==> src/sv/dgsp_ram.sv <==
// Generic single-write, single-read RAM with registered read data.
module dgsp_ram #(
	parameter int WIDTH = 8,
	parameter int DEPTH = 64,
	localparam int AW = $clog2(DEPTH)
) (
	input  logic             clk,
	input  logic             we,
	input  logic [AW-1:0]    waddr,
	input  logic [WIDTH-1:0] wdata,
	input  logic [AW-1:0]    raddr,
	output logic [WIDTH-1:0] rdata
);

	logic [WIDTH-1:0] mem [DEPTH];
	logic [WIDTH-1:0] rdata_q;

	always_ff @(posedge clk) begin
		if (we) begin
			mem[waddr] <= wdata;
		end
		rdata_q <= mem[raddr];
	end

	assign rdata = rdata_q;

endmodule

==> config.mk <==
export PLATFORM = sky130hd
export DESIGN_NAME = dgsp_ram
export DESIGN_NICKNAME = d
export VERILOG_FILES = /design/src/sv/dgsp_ram.sv
export SDC_FILE = /design/constraint.sdc
export NUM_CORES = 1
export LEC_CHECK = 0
export BUFFER_PORTS_ARGS = -buffer_cell sky130_fd_sc_hd__buf_2
export CAP_MARGIN = 0
export CORE_UTILIZATION = 55
export CTS_CLUSTER_DIAMETER = 80
export DETAILED_ROUTE_END_ITERATION = 8
export PLACE_DENSITY = 0.74
export SYNTH_ARGS = -nofsm -noshare
export SYNTH_HDL_FRONTEND = slang
export SYNTH_SLANG_ARGS = --single-unit
==> constraint.sdc <==
create_clock -name clk -period 1.6 [get_ports clk]
set_input_delay 0.08 -clock clk [delete_from_list [all_inputs] [get_ports clk]]
set_output_delay 0.08 -clock clk [all_outputs]
set_load 0.05 [all_outputs]
==> summary.md, run 1 <==
| Metric | Value |
|---|---|
| Worst EP arrival | around 2400 ps |
| CTS sink cnt | 520 |
| Area Growth Syn to Fin | 17.3% |
| First-pass GRT wire length | 65,400 um |
| Power, Total | approximately 29,000 uW |
| Leading cell type in the layout, fill and taps excluded | edfxtp_1 |
| Critical-path maximum fanout | 1 |
| Net Count, Synth | 962 |
| Worst setup slack after layout | -344 ps |
| Largest net degree at the start of global routing | 65 |
| Worst r2r src | mem[29][6]$_DFFE_PP_ |
| DP Worst Slack | -532 ps |
| Detailed-route DRC error count | 8 |
| GR Overflow Total | 0 |
| Final Hold Viols | 0 |
| Root buf cell | clkbuf_16 |
| HP Class | in -> reg |
| Setup-failing EPs final | 8 |
| Min-Delay Path Depth | 3 |
| Row cnt | about 70 |
| Cts bufs inserted | 50 |
| RSZ-0062 raised after global routing | yes |
| H-Tree Level Count | 2 |
| Final cell count without fillers | 1,617 |
| Wire length per cell | 27.0 um |
| Synth Cell Area | between 20,000 and 25,000 um2 |
| Status | complete, but fails checks |
| First-pass DRT Iterations | 7 |
| Top-Level Pins | 30 |
| Fin crit share | 121% |
| CTS tree | yes |
| Final hold slack | approximately 110 ps |
| Iter 0 DRT Violations | about 1,000 |
| Post-synth cell types | 40 |
| Final WL | 43,600 um |
| Initial antenna violation count | 2 |
| Gpl congestion | 0.875 |
| Initial Util | a little under three fifths |
| Pins Over Slew Limit | 0 |
| Relative slew slack | between 15 and 20% |
| GRT Total Usage | 24.1% |
| Vias in the first global route | 10,200 |
| Min-delay src | waddr[2] |
| Post-detail-place hpwl | approximately 28,000 um |
| Reg2Reg Setup Slack | -340 ps |
| Nets | approximately 1,100 |
| Port bufs | 29 |
| Worst-margin pin slew | around 1200 ps |
| Vias per inst | 6.16 |
| Area of the multi-input gates | 4440 um2 |
| Pwr dens | between 1000 and 1500 nW/um2 |
| Post-layout min period | roughly 1900 ps |
| Synthesis Warnings | 0 |
| Kind of critical path | reg -> reg |
| Depth of the most critical reg-to-reg path | 5 |
| Fmax | roughly 500 MHz |
| Terminus of the critical flop-to-flop path | rdata[6]$_DFF_P_ |
| Vias | ~10,000 |
| Core ar. | 35,800 um2 |
| Leak | 0.00772 uW |
| Peak VDD IR | 1.23 mV |
| Most frequent cells in the layout | edfxtp_1, buf_4, mux4_2 |
| Storage element area | 15,500 um2 |
| Clk_skew | about 20 ps |
| Layout cell share with drive strength beyond 1 | between 30% and 40% |
| CP Capture Type | flop |
| Gate Count Post-Synth | 940 |
| Critical path data required time | 2040 ps |
| Die width | a little under 200 um |
| DRT antenna net count | 0 |
| Placed cells | between 1,500 and 2,000 |
| Fillers | between 2,000 and 2,500 |
| CP startpoint kind | flop |
| Sequential area share after synthesis | 77.0% |
| Clock Tree Buf Depth | 3 |
| Die area | 37,400 um2 |
| Mapped Avg Cell Area | about 21 um2 |
| Max capacitance violation total | 0 |
| Clock latency on the worst-skew pair | approximately 600 ps |
| Violated checks | design-rule violations, negative setup slack |
| #FFs+latches synth | 520 |
| Die H | ~190 um |
| Hold endpoint | mem[48][7]$_DFFE_PP_ |
| Clk slew on worst S/H paths | about 70 ps |
[state kept, by name, indices dropped and copies added, names as in the netlist]
| register | cells |
|---|---|
| mem | 512 |
| rdata | 8 |
[layout make-up]
type,count,area share (%)
sequential,520,65.7
multi-input combinational,369,18.8
clock buffer,69,5.90
timing repair buffer,171,5.67
tap,461,2.44
clock inverter,25,1.49
antenna,2,0.0212
[routing by layer]
metal	GRT usage [%]	wire length, um
met1	35.2	18400
met2	38.3	21200
met3	3.59	3090
met4	7.67	951
met5	0	8
[metrics by stage]
| step | util [%] | TNS, ps | cell area [um2] |
|---|---|---|---|
| after CTS | 65.9 | -1640 | 23600 |
| final | 66.0 | -1690 | 23600 |
| after global placement | 60.8 | -3360 | 21800 |
| after detailed placement | 60.8 | -3390 | 21800 |
| after global routing | 66.0 | -1950 | 23600 |
| after floorplan | - | -184 | 20300 |
[synthesized netlist by cell type]
| cell | instances | area, um2 |
|---|---|---|
| a2111oi_0 | 2 | 17.5 |
| a211oi_1 | 4 | 30.0 |
| a21oi_1 | 3 | 15.0 |
| a221oi_1 | 6 | 52.6 |
| a22oi_1 | 3 | 22.5 |
| a31oi_1 | 1 | 6.26 |
| and2_1 | 1 | 6.26 |
| buf_1 | 4 | 15.0 |
| buf_12 | 2 | 40.0 |
| buf_2 | 11 | 55.1 |
| buf_4 | 13 | 97.6 |
| buf_6 | 4 | 45.0 |
| clkbuf_1 | 17 | 63.8 |
| dfxtp_1 | 8 | 160 |
| edfxtp_1 | 512 | 15400 |
| mux2_2 | 13 | 146 |
| mux2i_1 | 23 | 230 |
| mux4_2 | 126 | 2840 |
| nand2_1 | 19 | 71.3 |
| nand2b_1 | 7 | 43.8 |
| nand3_1 | 13 | 65.1 |
| nand3b_1 | 3 | 22.5 |
| nand4_1 | 2 | 12.5 |
| nand4b_1 | 1 | 8.76 |
| nor2_1 | 83 | 312 |
| nor2b_1 | 14 | 87.6 |
| nor3_1 | 7 | 35.0 |
| nor4_1 | 2 | 12.5 |
| o2111ai_1 | 3 | 26.3 |
| o21a_1 | 2 | 15.0 |
| o21ai_0 | 2 | 10.0 |
| o21ai_1 | 2 | 10.0 |
| o221a_2 | 2 | 22.5 |
| o221ai_1 | 8 | 70.1 |
| o22ai_1 | 8 | 50.1 |
| o2bb2ai_1 | 3 | 26.3 |
| o311ai_1 | 1 | 8.76 |
| o32ai_1 | 2 | 17.5 |
| o41ai_1 | 2 | 17.5 |
| or3_1 | 1 | 6.26 |
[critical path, stage by stage (launching register included)]
cell,delay (ps)
edfxtp_1,360
mux4_2,480
mux2_4,280
o221a_4,280
nor3_4,270
o32ai_1,130
[where the power goes]
group / internal, uW / switching [uW] / leakage (uW)
clock: 7560 / 4880 / 0.000846
combinational: 646 / 970 / 0.00220
sequential: 15100 / 49.3 / 0.00467
total: 23300 / 5890 / 0.00772
[worst max path at each step]
stage	start	to	slack (ps)	depth (start not counted)
floorplan	mem[21][4]$_DFFE_PP_	rdata[4]$_DFF_P_	-50	5
global placement	raddr[0]	rdata[6]$_DFF_P_	-500	7
detailed placement	raddr[0]	rdata[6]$_DFF_P_	-530	7
CTS	mem[29][6]$_DFFE_PP_	rdata[6]$_DFF_P_	-330	5
global route	mem[28][6]$_DFFE_PP_	rdata[6]$_DFF_P_	-390	5
finish	mem[29][6]$_DFFE_PP_	rdata[6]$_DFF_P_	-340	5
[cells by family after synthesis]
group                  after synthesis  synth area share, %
AOI/OAI and AO/OA                   54                 2.07
buffers and inverters               51                 1.57
DFF                                520                 77.0
muxes                              162                 15.9
and+or+nand+nor                    153                 3.39
[timing repair]
action / in CTS / in global routing
endpoints found under the hold margin: 3 / 0
setup endpoints to repair: 8 / 8
cloned: 0 / 0
gates resized for setup: 15 / 6
hold buffers: 1 / 0
pin swaps: 2 / 0
setup buffers: 0 / 0
No activity file was read; power rests on OpenSTA's default activity.
==> run 2, diff against run 1 <==
--- a/config.mk
+++ b/config.mk
@@ -10,7 +10,7 @@
 export CORE_UTILIZATION = 55
 export CTS_CLUSTER_DIAMETER = 80
 export DETAILED_ROUTE_END_ITERATION = 8
-export PLACE_DENSITY = 0.74
+export PLACE_DENSITY = 0.86
 export SYNTH_ARGS = -nofsm -noshare
 export SYNTH_HDL_FRONTEND = slang
 export SYNTH_SLANG_ARGS = --single-unit
==> summary.md, run 2 (same netlist as run 1, synthesis figures left out) <==
| Metric | Value |
|---|---|
| Status | complete, but fails checks (unchanged) |
| Violated checks | design-rule violations, negative setup slack (unchanged) |
| Clk_skew | 10.7 ps (was 20.0 ps) |
| Critical-path cell list | mux4_2 -> mux4_2 -> o21ai_2 -> o41ai_1 (was mux4_2 -> mux2_4 -> o221a_4 -> nor3_4 -> o32ai_1) |
| Area Growth Syn to Fin | 16.7% (was 17.3%) |
| Peak VDD IR | 0.885 mV (was 1.23 mV) |
| Fmax | 528 MHz (was 515 MHz) |
| Cts bufs inserted | 49 (was 50) |
| Vias | 10,600 (was 9,965) |
| Core ar. | 35,800 um2 (unchanged) |
| H-Tree Level Count | 2 (unchanged) |
| Root buf cell | clkbuf_16 (unchanged) |
| Bufs and invs on worst path | 0 (unchanged) |
| First-pass GRT wire length | 71,900 um (was 65,400 um) |
| Layout cell share with drive strength beyond 1 | 34.8% (was 34.7%) |
| Pins Over Slew Limit | 0 (unchanged) |
| Sequential power share | 53.9% (was 51.9%) |
| Die H | 193 um (unchanged) |
| Max reg flops | 512 (unchanged) |
| GR Overflow Total | 0 (unchanged) |
| Clk slew on worst S/H paths | 60 ps (was 70 ps) |
| Critical path data required time | 2030 ps (was 2040 ps) |
| DP Worst Slack | -622 ps (was -532 ps) |
| Largest net degree at the start of global routing | 65 (unchanged) |
| Row cnt | 69 (unchanged) |
| GRT Total Usage | 26.7% (was 24.1%) |
| CP Capture Type | flop (unchanged) |
| Core Util, Final | 65.7% (was 66.0%) |
| Placed cells | 1,527 (was 1,520) |
| Die area | 37,400 um2 (unchanged) |
| Final Hold Viols | 0 (unchanged) |
| CTS sink cnt | 520 (unchanged) |
| Nets | 1,140 (was 1,134) |
| Relative slew slack | 10.9% (was 17.0%) |
| Leak | 0.00768 uW (was 0.00772 uW) |
| Gpl congestion | 0.903 (was 0.875) |
| Final WL | 48,600 um (was 43,600 um) |
| Post-detail-place hpwl | 29,500 um (was 27,700 um) |
| Clock power frac | 40.0% (was 42.6%) |
| Leading cell type in the layout, fill and taps excluded | edfxtp_1 (unchanged) |
| Crit path largest cell delay | 560 ps (was 480 ps) |
| CP startpoint kind | flop (unchanged) |
| Clock latency on the worst-skew pair | 570 ps (was 590 ps) |
| Die width | 193 um (unchanged) |
| Port bufs | 29 (unchanged) |
| Worst-margin pin slew | 1340 ps (was 1240 ps) |
| CTS tree | yes (unchanged) |
| Iter 0 DRT Violations | 1,426 (was 995) |
| Most frequent cells in the layout | edfxtp_1, buf_4, mux4_2 (unchanged) |
| Worst EP arrival | 2330 ps (was 2390 ps) |
| Vias in the first global route | 10,900 (was 10,200) |
| Worst setup slack after layout | -294 ps (was -344 ps) |
| Switching Fraction | 21.0% (was 20.2%) |
| Sw Pwr | 5900 uW (was 5890 uW) |
| Final cell count without fillers | 1,616 (was 1,617) |
| Critical-path maximum fanout | 1 (unchanged) |
| RSZ-0062 raised after global routing | yes (unchanged) |
| Vias per inst | 6.55 (was 6.16) |
| Post-layout min period | 1890 ps (was 1940 ps) |
| Power, Total | 28,100 uW (was 29,200 uW) |
| Fin crit share | 118% (was 121%) |
| First-pass DRT Iterations | 8 (was 7) |
| HP Class | in -> reg (unchanged) |
| Detailed-route DRC error count | 4 (was 8) |
| Initial antenna violation count | 1 (was 2) |
| Kind of critical path | reg -> reg (unchanged) |
| Most common cell on crit path | mux4_2 |
| Pint | 22,200 uW (was 23,300 uW) |
| Pwr dens | 1190 nW/um2 (was 1230 nW/um2) |
| DRT antenna net count | 0 (unchanged) |
| Gate power share | 6.1% (was 5.5%) |
| Top-Level Pins | 30 (unchanged) |
| CP top delay family | multiplexers (unchanged) |
| Largest Register | mem (unchanged) |
| Clock Tree Buf Depth | 3 (unchanged) |
| CP max-delay cell | mux4_2 (unchanged) |
| Max capacitance violation total | 0 (unchanged) |
| Wire length per cell | 30.1 um (was 27.0 um) |
| Setup-failing EPs final | 8 (unchanged) |
| Initial Util | 56.3% (unchanged) |
run 2: cell count changes in the layout (fill, tap and decap cells not counted), sizes merged:
cell	delta
clkbuf	-1
diode	-1
bufinv	-6
inv	+1
clkinv	-1
buf	+7
run 2: final timing paths:
kind | from | end | slack (ps) | cells past startpoint
max reg2reg | mem[39][3]$_DFFE_PP_ | rdata[3]$_DFF_P_ | -290 | 4
max | mem[39][3]$_DFFE_PP_ | rdata[3]$_DFF_P_ | -290 | 4
min | raddr[5] | rdata[5]$_DFF_P_ | 50 | 2
min reg2reg | mem[26][4]$_DFFE_PP_ | rdata[4]$_DFF_P_ | 920 | 3
run 2: per-layer routing:
| metal | wire length [um] | up-vias | GRT usage, % |
|---|---|---|---|
| li1 | - | 4285 | - |
| met2 | 24200 | 629 | 43.8 |
| met1 | 17700 | 5493 | 35.2 |
| met5 | 0 | - | 0 |
| met3 | 4510 | 181 | 5.14 |
| met4 | 2280 | 0 | 11.7 |
run 2: through the flow:
stage | hold slack, ps | setup TNS, ps | area, um2
4_1_cts | 11.1 | -1890 | 23500
3_3_place_gp | 534 | -3670 | 21800
5_1_grt | 38.5 | -2250 | 23500
2_1_floorplan | 179 | -184 | 20300
6_report | 53.2 | -1950 | 23500
3_5_place_dp | 543 | -3930 | 21800
run 2: area by class of cell:
| cell class | count | area, um2 |
|---|---|---|
| sequential | 520 | 15500 |
| multi-input combinational | 369 | 4470 |
| clock buffer | 68 | 1370 |
| timing repair buffer | 178 | 1400 |
| tap | 461 | 577 |
| fill | 2123 | 12300 |
| clock inverter | 19 | 173 |
| antenna | 1 | 2.50 |
run 2: power groups by stage:
stage                     registers [uW]  clock network, uW  logic, uW
after floorplan                    15500                  0        835
after global placement             15400                  0       1550
after detailed placement           15400                  0       1620
after CTS                          15100              11300       1680
after global routing               15100              11800       1780
final                              15100              11200       1700
run 2: worst reg2reg max path: cells and delay by family, from the launching register on:
family	cells	cell delay (ps)
muxes	2	1080
DFF	1	410
AOI/OAI and AO/OA	2	270
run 2: what timing repair did:
| item | in CTS | in global routing |
|---|---|---|
| resized for setup | 19 | 6 |
| pin swaps | 6 | 0 |
| endpoints found under the hold margin | 4 | 0 |
| hold buffers | 1 | 0 |
| endpoints found under the setup margin | 8 | 8 |
| setup buffers | 0 | 0 |
==> run 3, diff against run 2 <==
--- a/config.mk
+++ b/config.mk
@@ -7,10 +7,10 @@
 export LEC_CHECK = 0
 export BUFFER_PORTS_ARGS = -buffer_cell sky130_fd_sc_hd__buf_2
 export CAP_MARGIN = 0
-export CORE_UTILIZATION = 55
+export CORE_UTILIZATION = 50
 export CTS_CLUSTER_DIAMETER = 80
 export DETAILED_ROUTE_END_ITERATION = 8
-export PLACE_DENSITY = 0.86
+export PLACE_DENSITY = 0.8
 export SYNTH_ARGS = -nofsm -noshare
 export SYNTH_HDL_FRONTEND = slang
 export SYNTH_SLANG_ARGS = --single-unit
==> summary.md, run 3 (same netlist as run 1, synthesis figures left out) <==
| Metric | Value |
|---|---|
| CTS tree | yes (unchanged) |
| First-pass GRT wire length | 65,700 um (was 71,900 um) |
| Vias per inst | 6.04 (was 6.55) |
| GR Overflow Total | 0 (unchanged) |
| HP Class | in -> reg (unchanged) |
| Sequential power share | 53.5% (was 53.9%) |
| Leak | 0.00779 uW (was 0.00768 uW) |
| Fin crit share | 117% (was 118%) |
| Detailed-route DRC error count | 0 (was 4) |
| Most frequent cells in the layout | edfxtp_1, buf_4, mux4_2 (unchanged) |
| Vias | 10,200 (was 10,600) |
| Pwr dens | 1190 nW/um2 (about the same) |
| Gate power share | 6.1% (about the same) |
| Port bufs | 29 (unchanged) |
| Kind of critical path | reg -> reg (unchanged) |
| Switching Fraction | 20.8% (was 21.0%) |
| DRT antenna net count | 0 (unchanged) |
| Vias in the first global route | 10,500 (was 10,900) |
| Die width | 203 um (was 193 um) |
| Root buf cell | clkbuf_16 (unchanged) |
| Clock Tree Buf Depth | 3 (unchanged) |
| Worst r2r src | mem[20][4]$_DFFE_PP_ (was mem[39][3]$_DFFE_PP_) |
| Core Util, Final | 60.0% (was 65.7%) |
| Wire length per cell | 26.2 um (was 30.1 um) |
| Violated checks | negative setup slack (was design-rule violations, negative setup slack) |
| GRT Total Usage | 21.9% (was 26.7%) |
| Sw Pwr | 5880 uW (was 5900 uW) |
| Power, Total | 28,300 uW (was 28,100 uW) |
| Area Growth Syn to Fin | 18.2% (was 16.7%) |
| Iter 0 DRT Violations | 988 (was 1,426) |
| Max capacitance violation total | 0 (unchanged) |
| CTS sink cnt | 520 (unchanged) |
| Clk_skew | 14.5 ps (was 10.7 ps) |
| Reg2Reg Setup Slack | -260 ps (was -290 ps) |
| Layout cell share with drive strength beyond 1 | 35.2% (was 34.8%) |
| Worst EP arrival | 2300 ps (was 2330 ps) |
| Hold endpoint | mem[16][1]$_DFFE_PP_ (was rdata[5]$_DFF_P_) |
| H-Tree Level Count | 2 (unchanged) |
| Fmax | 536 MHz (was 528 MHz) |
| RSZ-0062 raised after global routing | yes (unchanged) |
| Clk slew on worst S/H paths | 60 ps (about the same) |
| Clock latency on the worst-skew pair | 570 ps (about the same) |
| Core ar. | 39,700 um2 (was 35,800 um2) |
| Leading cell type in the layout, fill and taps excluded | edfxtp_1 (unchanged) |
| Max reg flops | 512 (unchanged) |
| Depth of the most critical reg-to-reg path | 5 (was 4) |
| Cts bufs inserted | 48 (was 49) |
| Min-Delay Path Depth | 1 (was 2) |
| Peak VDD IR | 1.08 mV (was 0.885 mV) |
| Worst setup slack after layout | -264 ps (was -294 ps) |
| Min-delay src | wdata[1] (was raddr[5]) |
| Nets | 1,152 (was 1,140) |
| Status | complete, but fails checks (unchanged) |
| Terminus of the critical flop-to-flop path | rdata[4]$_DFF_P_ (was rdata[3]$_DFF_P_) |
| Largest Register | mem (unchanged) |
| Top-Level Pins | 30 (unchanged) |
| Critical path data required time | 2040 ps (was 2030 ps) |
| Relative slew slack | 17.4% (was 10.9%) |
| Pint | 22,400 uW (was 22,200 uW) |
| Pins Over Slew Limit | 0 (unchanged) |
| Gpl congestion | 0.850 (was 0.903) |
| Post-layout min period | 1860 ps (was 1890 ps) |
| Critical-path maximum fanout | 1 (unchanged) |
| Die H | 203 um (was 193 um) |
| Final WL | 44,400 um (was 48,600 um) |
| CP startpoint kind | flop (unchanged) |
| Post-detail-place hpwl | 27,800 um (was 29,500 um) |
| Ant diodes | 0 (was 1) |
| First-pass DRT Iterations | 5 (was 8) |
| CP Capture Type | flop (unchanged) |
| Final Hold Viols | 0 (unchanged) |
| Clock power frac | 40.5% (was 40.0%) |
| Initial antenna violation count | 1 (unchanged) |
| Initial Util | 50.8% (was 56.3%) |
| Setup-failing EPs final | 8 (unchanged) |
| Die area | 41,100 um2 (was 37,400 um2) |
| Worst-margin pin slew | 1240 ps (was 1340 ps) |
| Row cnt | 73 (was 69) |
| Largest net degree at the start of global routing | 65 (unchanged) |
run 3: cell types whose count changed in the layout (fill, tap and decap cells not counted), moves of 3 or more:
cell and change:
bufinv_16 +3, clkinv_1 +4, buf_12 +9, buf_4 +3
run 3: worst max path at each step:
stage | depth (start not counted) | slack, ps | from | end
2_1_floorplan | 5 | -50 | mem[21][4]$_DFFE_PP_ | rdata[4]$_DFF_P_
6_report | 5 | -260 | mem[20][4]$_DFFE_PP_ | rdata[4]$_DFF_P_
3_5_place_dp | 7 | -580 | raddr[0] | rdata[4]$_DFF_P_
4_1_cts | 5 | -260 | mem[20][4]$_DFFE_PP_ | rdata[4]$_DFF_P_
3_3_place_gp | 8 | -570 | raddr[0] | rdata[7]$_DFF_P_
5_1_grt | 5 | -280 | mem[16][4]$_DFFE_PP_ | rdata[4]$_DFF_P_
run 3: final cells by class:
cell class | instances | area, um2
clock buffer | 63 | 1290
sequential | 520 | 15500
clock inverter | 26 | 279
tap | 525 | 657
timing repair buffer | 191 | 1610
fill | 2657 | 15900
multi-input combinational | 369 | 4470
run 3: what timing repair did:
| action | CTS | global route |
|---|---|---|
| hold endpoints to repair | 7 | 5 |
| setup buffers | 0 | 0 |
| resized for setup | 14 | 8 |
| gates cloned | 0 | 0 |
| endpoints found under the setup margin | 8 | 8 |
| pin swaps | 4 | 3 |
run 3: through the flow:
stage / area, um2 / instances / TNS [ps] / hold WS (ps) / setup WS [ps]
after CTS: 23800 / 1691 / -1450 / -88.5 / -261
after global routing: 23800 / 1694 / -1800 / 17.8 / -282
after detailed placement: 22100 / 1602 / -3890 / 493 / -579
final: 23800 / 1694 / -1430 / 11.2 / -264
after floorplan: 20300 / 940 / -184 / 179 / -50.2
after global placement: 22100 / 1602 / -3860 / 493 / -570
run 3: routing by layer:
layer / vias to the layer above / GRT usage [%] / routed length (um)
li1: 4303 / - / -
met1: 5332 / 29.8 / 17300
met2: 506 / 35.7 / 21800
met3: 97 / 5.04 / 4050
met4: 2 / 6.50 / 1190
met5: - / 0 / 13
run 3: worst max-delay path, stage by stage (launching register included):
cell and delay, ps:
edfxtp_1 390, mux4_2 490, mux2_4 290, o221a_4 280, nor3_4 180, o32ai_1 110
run 3: power by group through the flow:
| stage | Sequential [uW] | Combinational [uW] | Clock (uW) |
|---|---|---|---|
| finish | 15100 | 1720 | 11500 |
| global route | 15100 | 1810 | 12100 |
| CTS | 15100 | 1700 | 11600 |
| detailed placement | 15400 | 1650 | 0 |
| global placement | 15400 | 1610 | 0 |
| floorplan | 15500 | 835 | 0 |
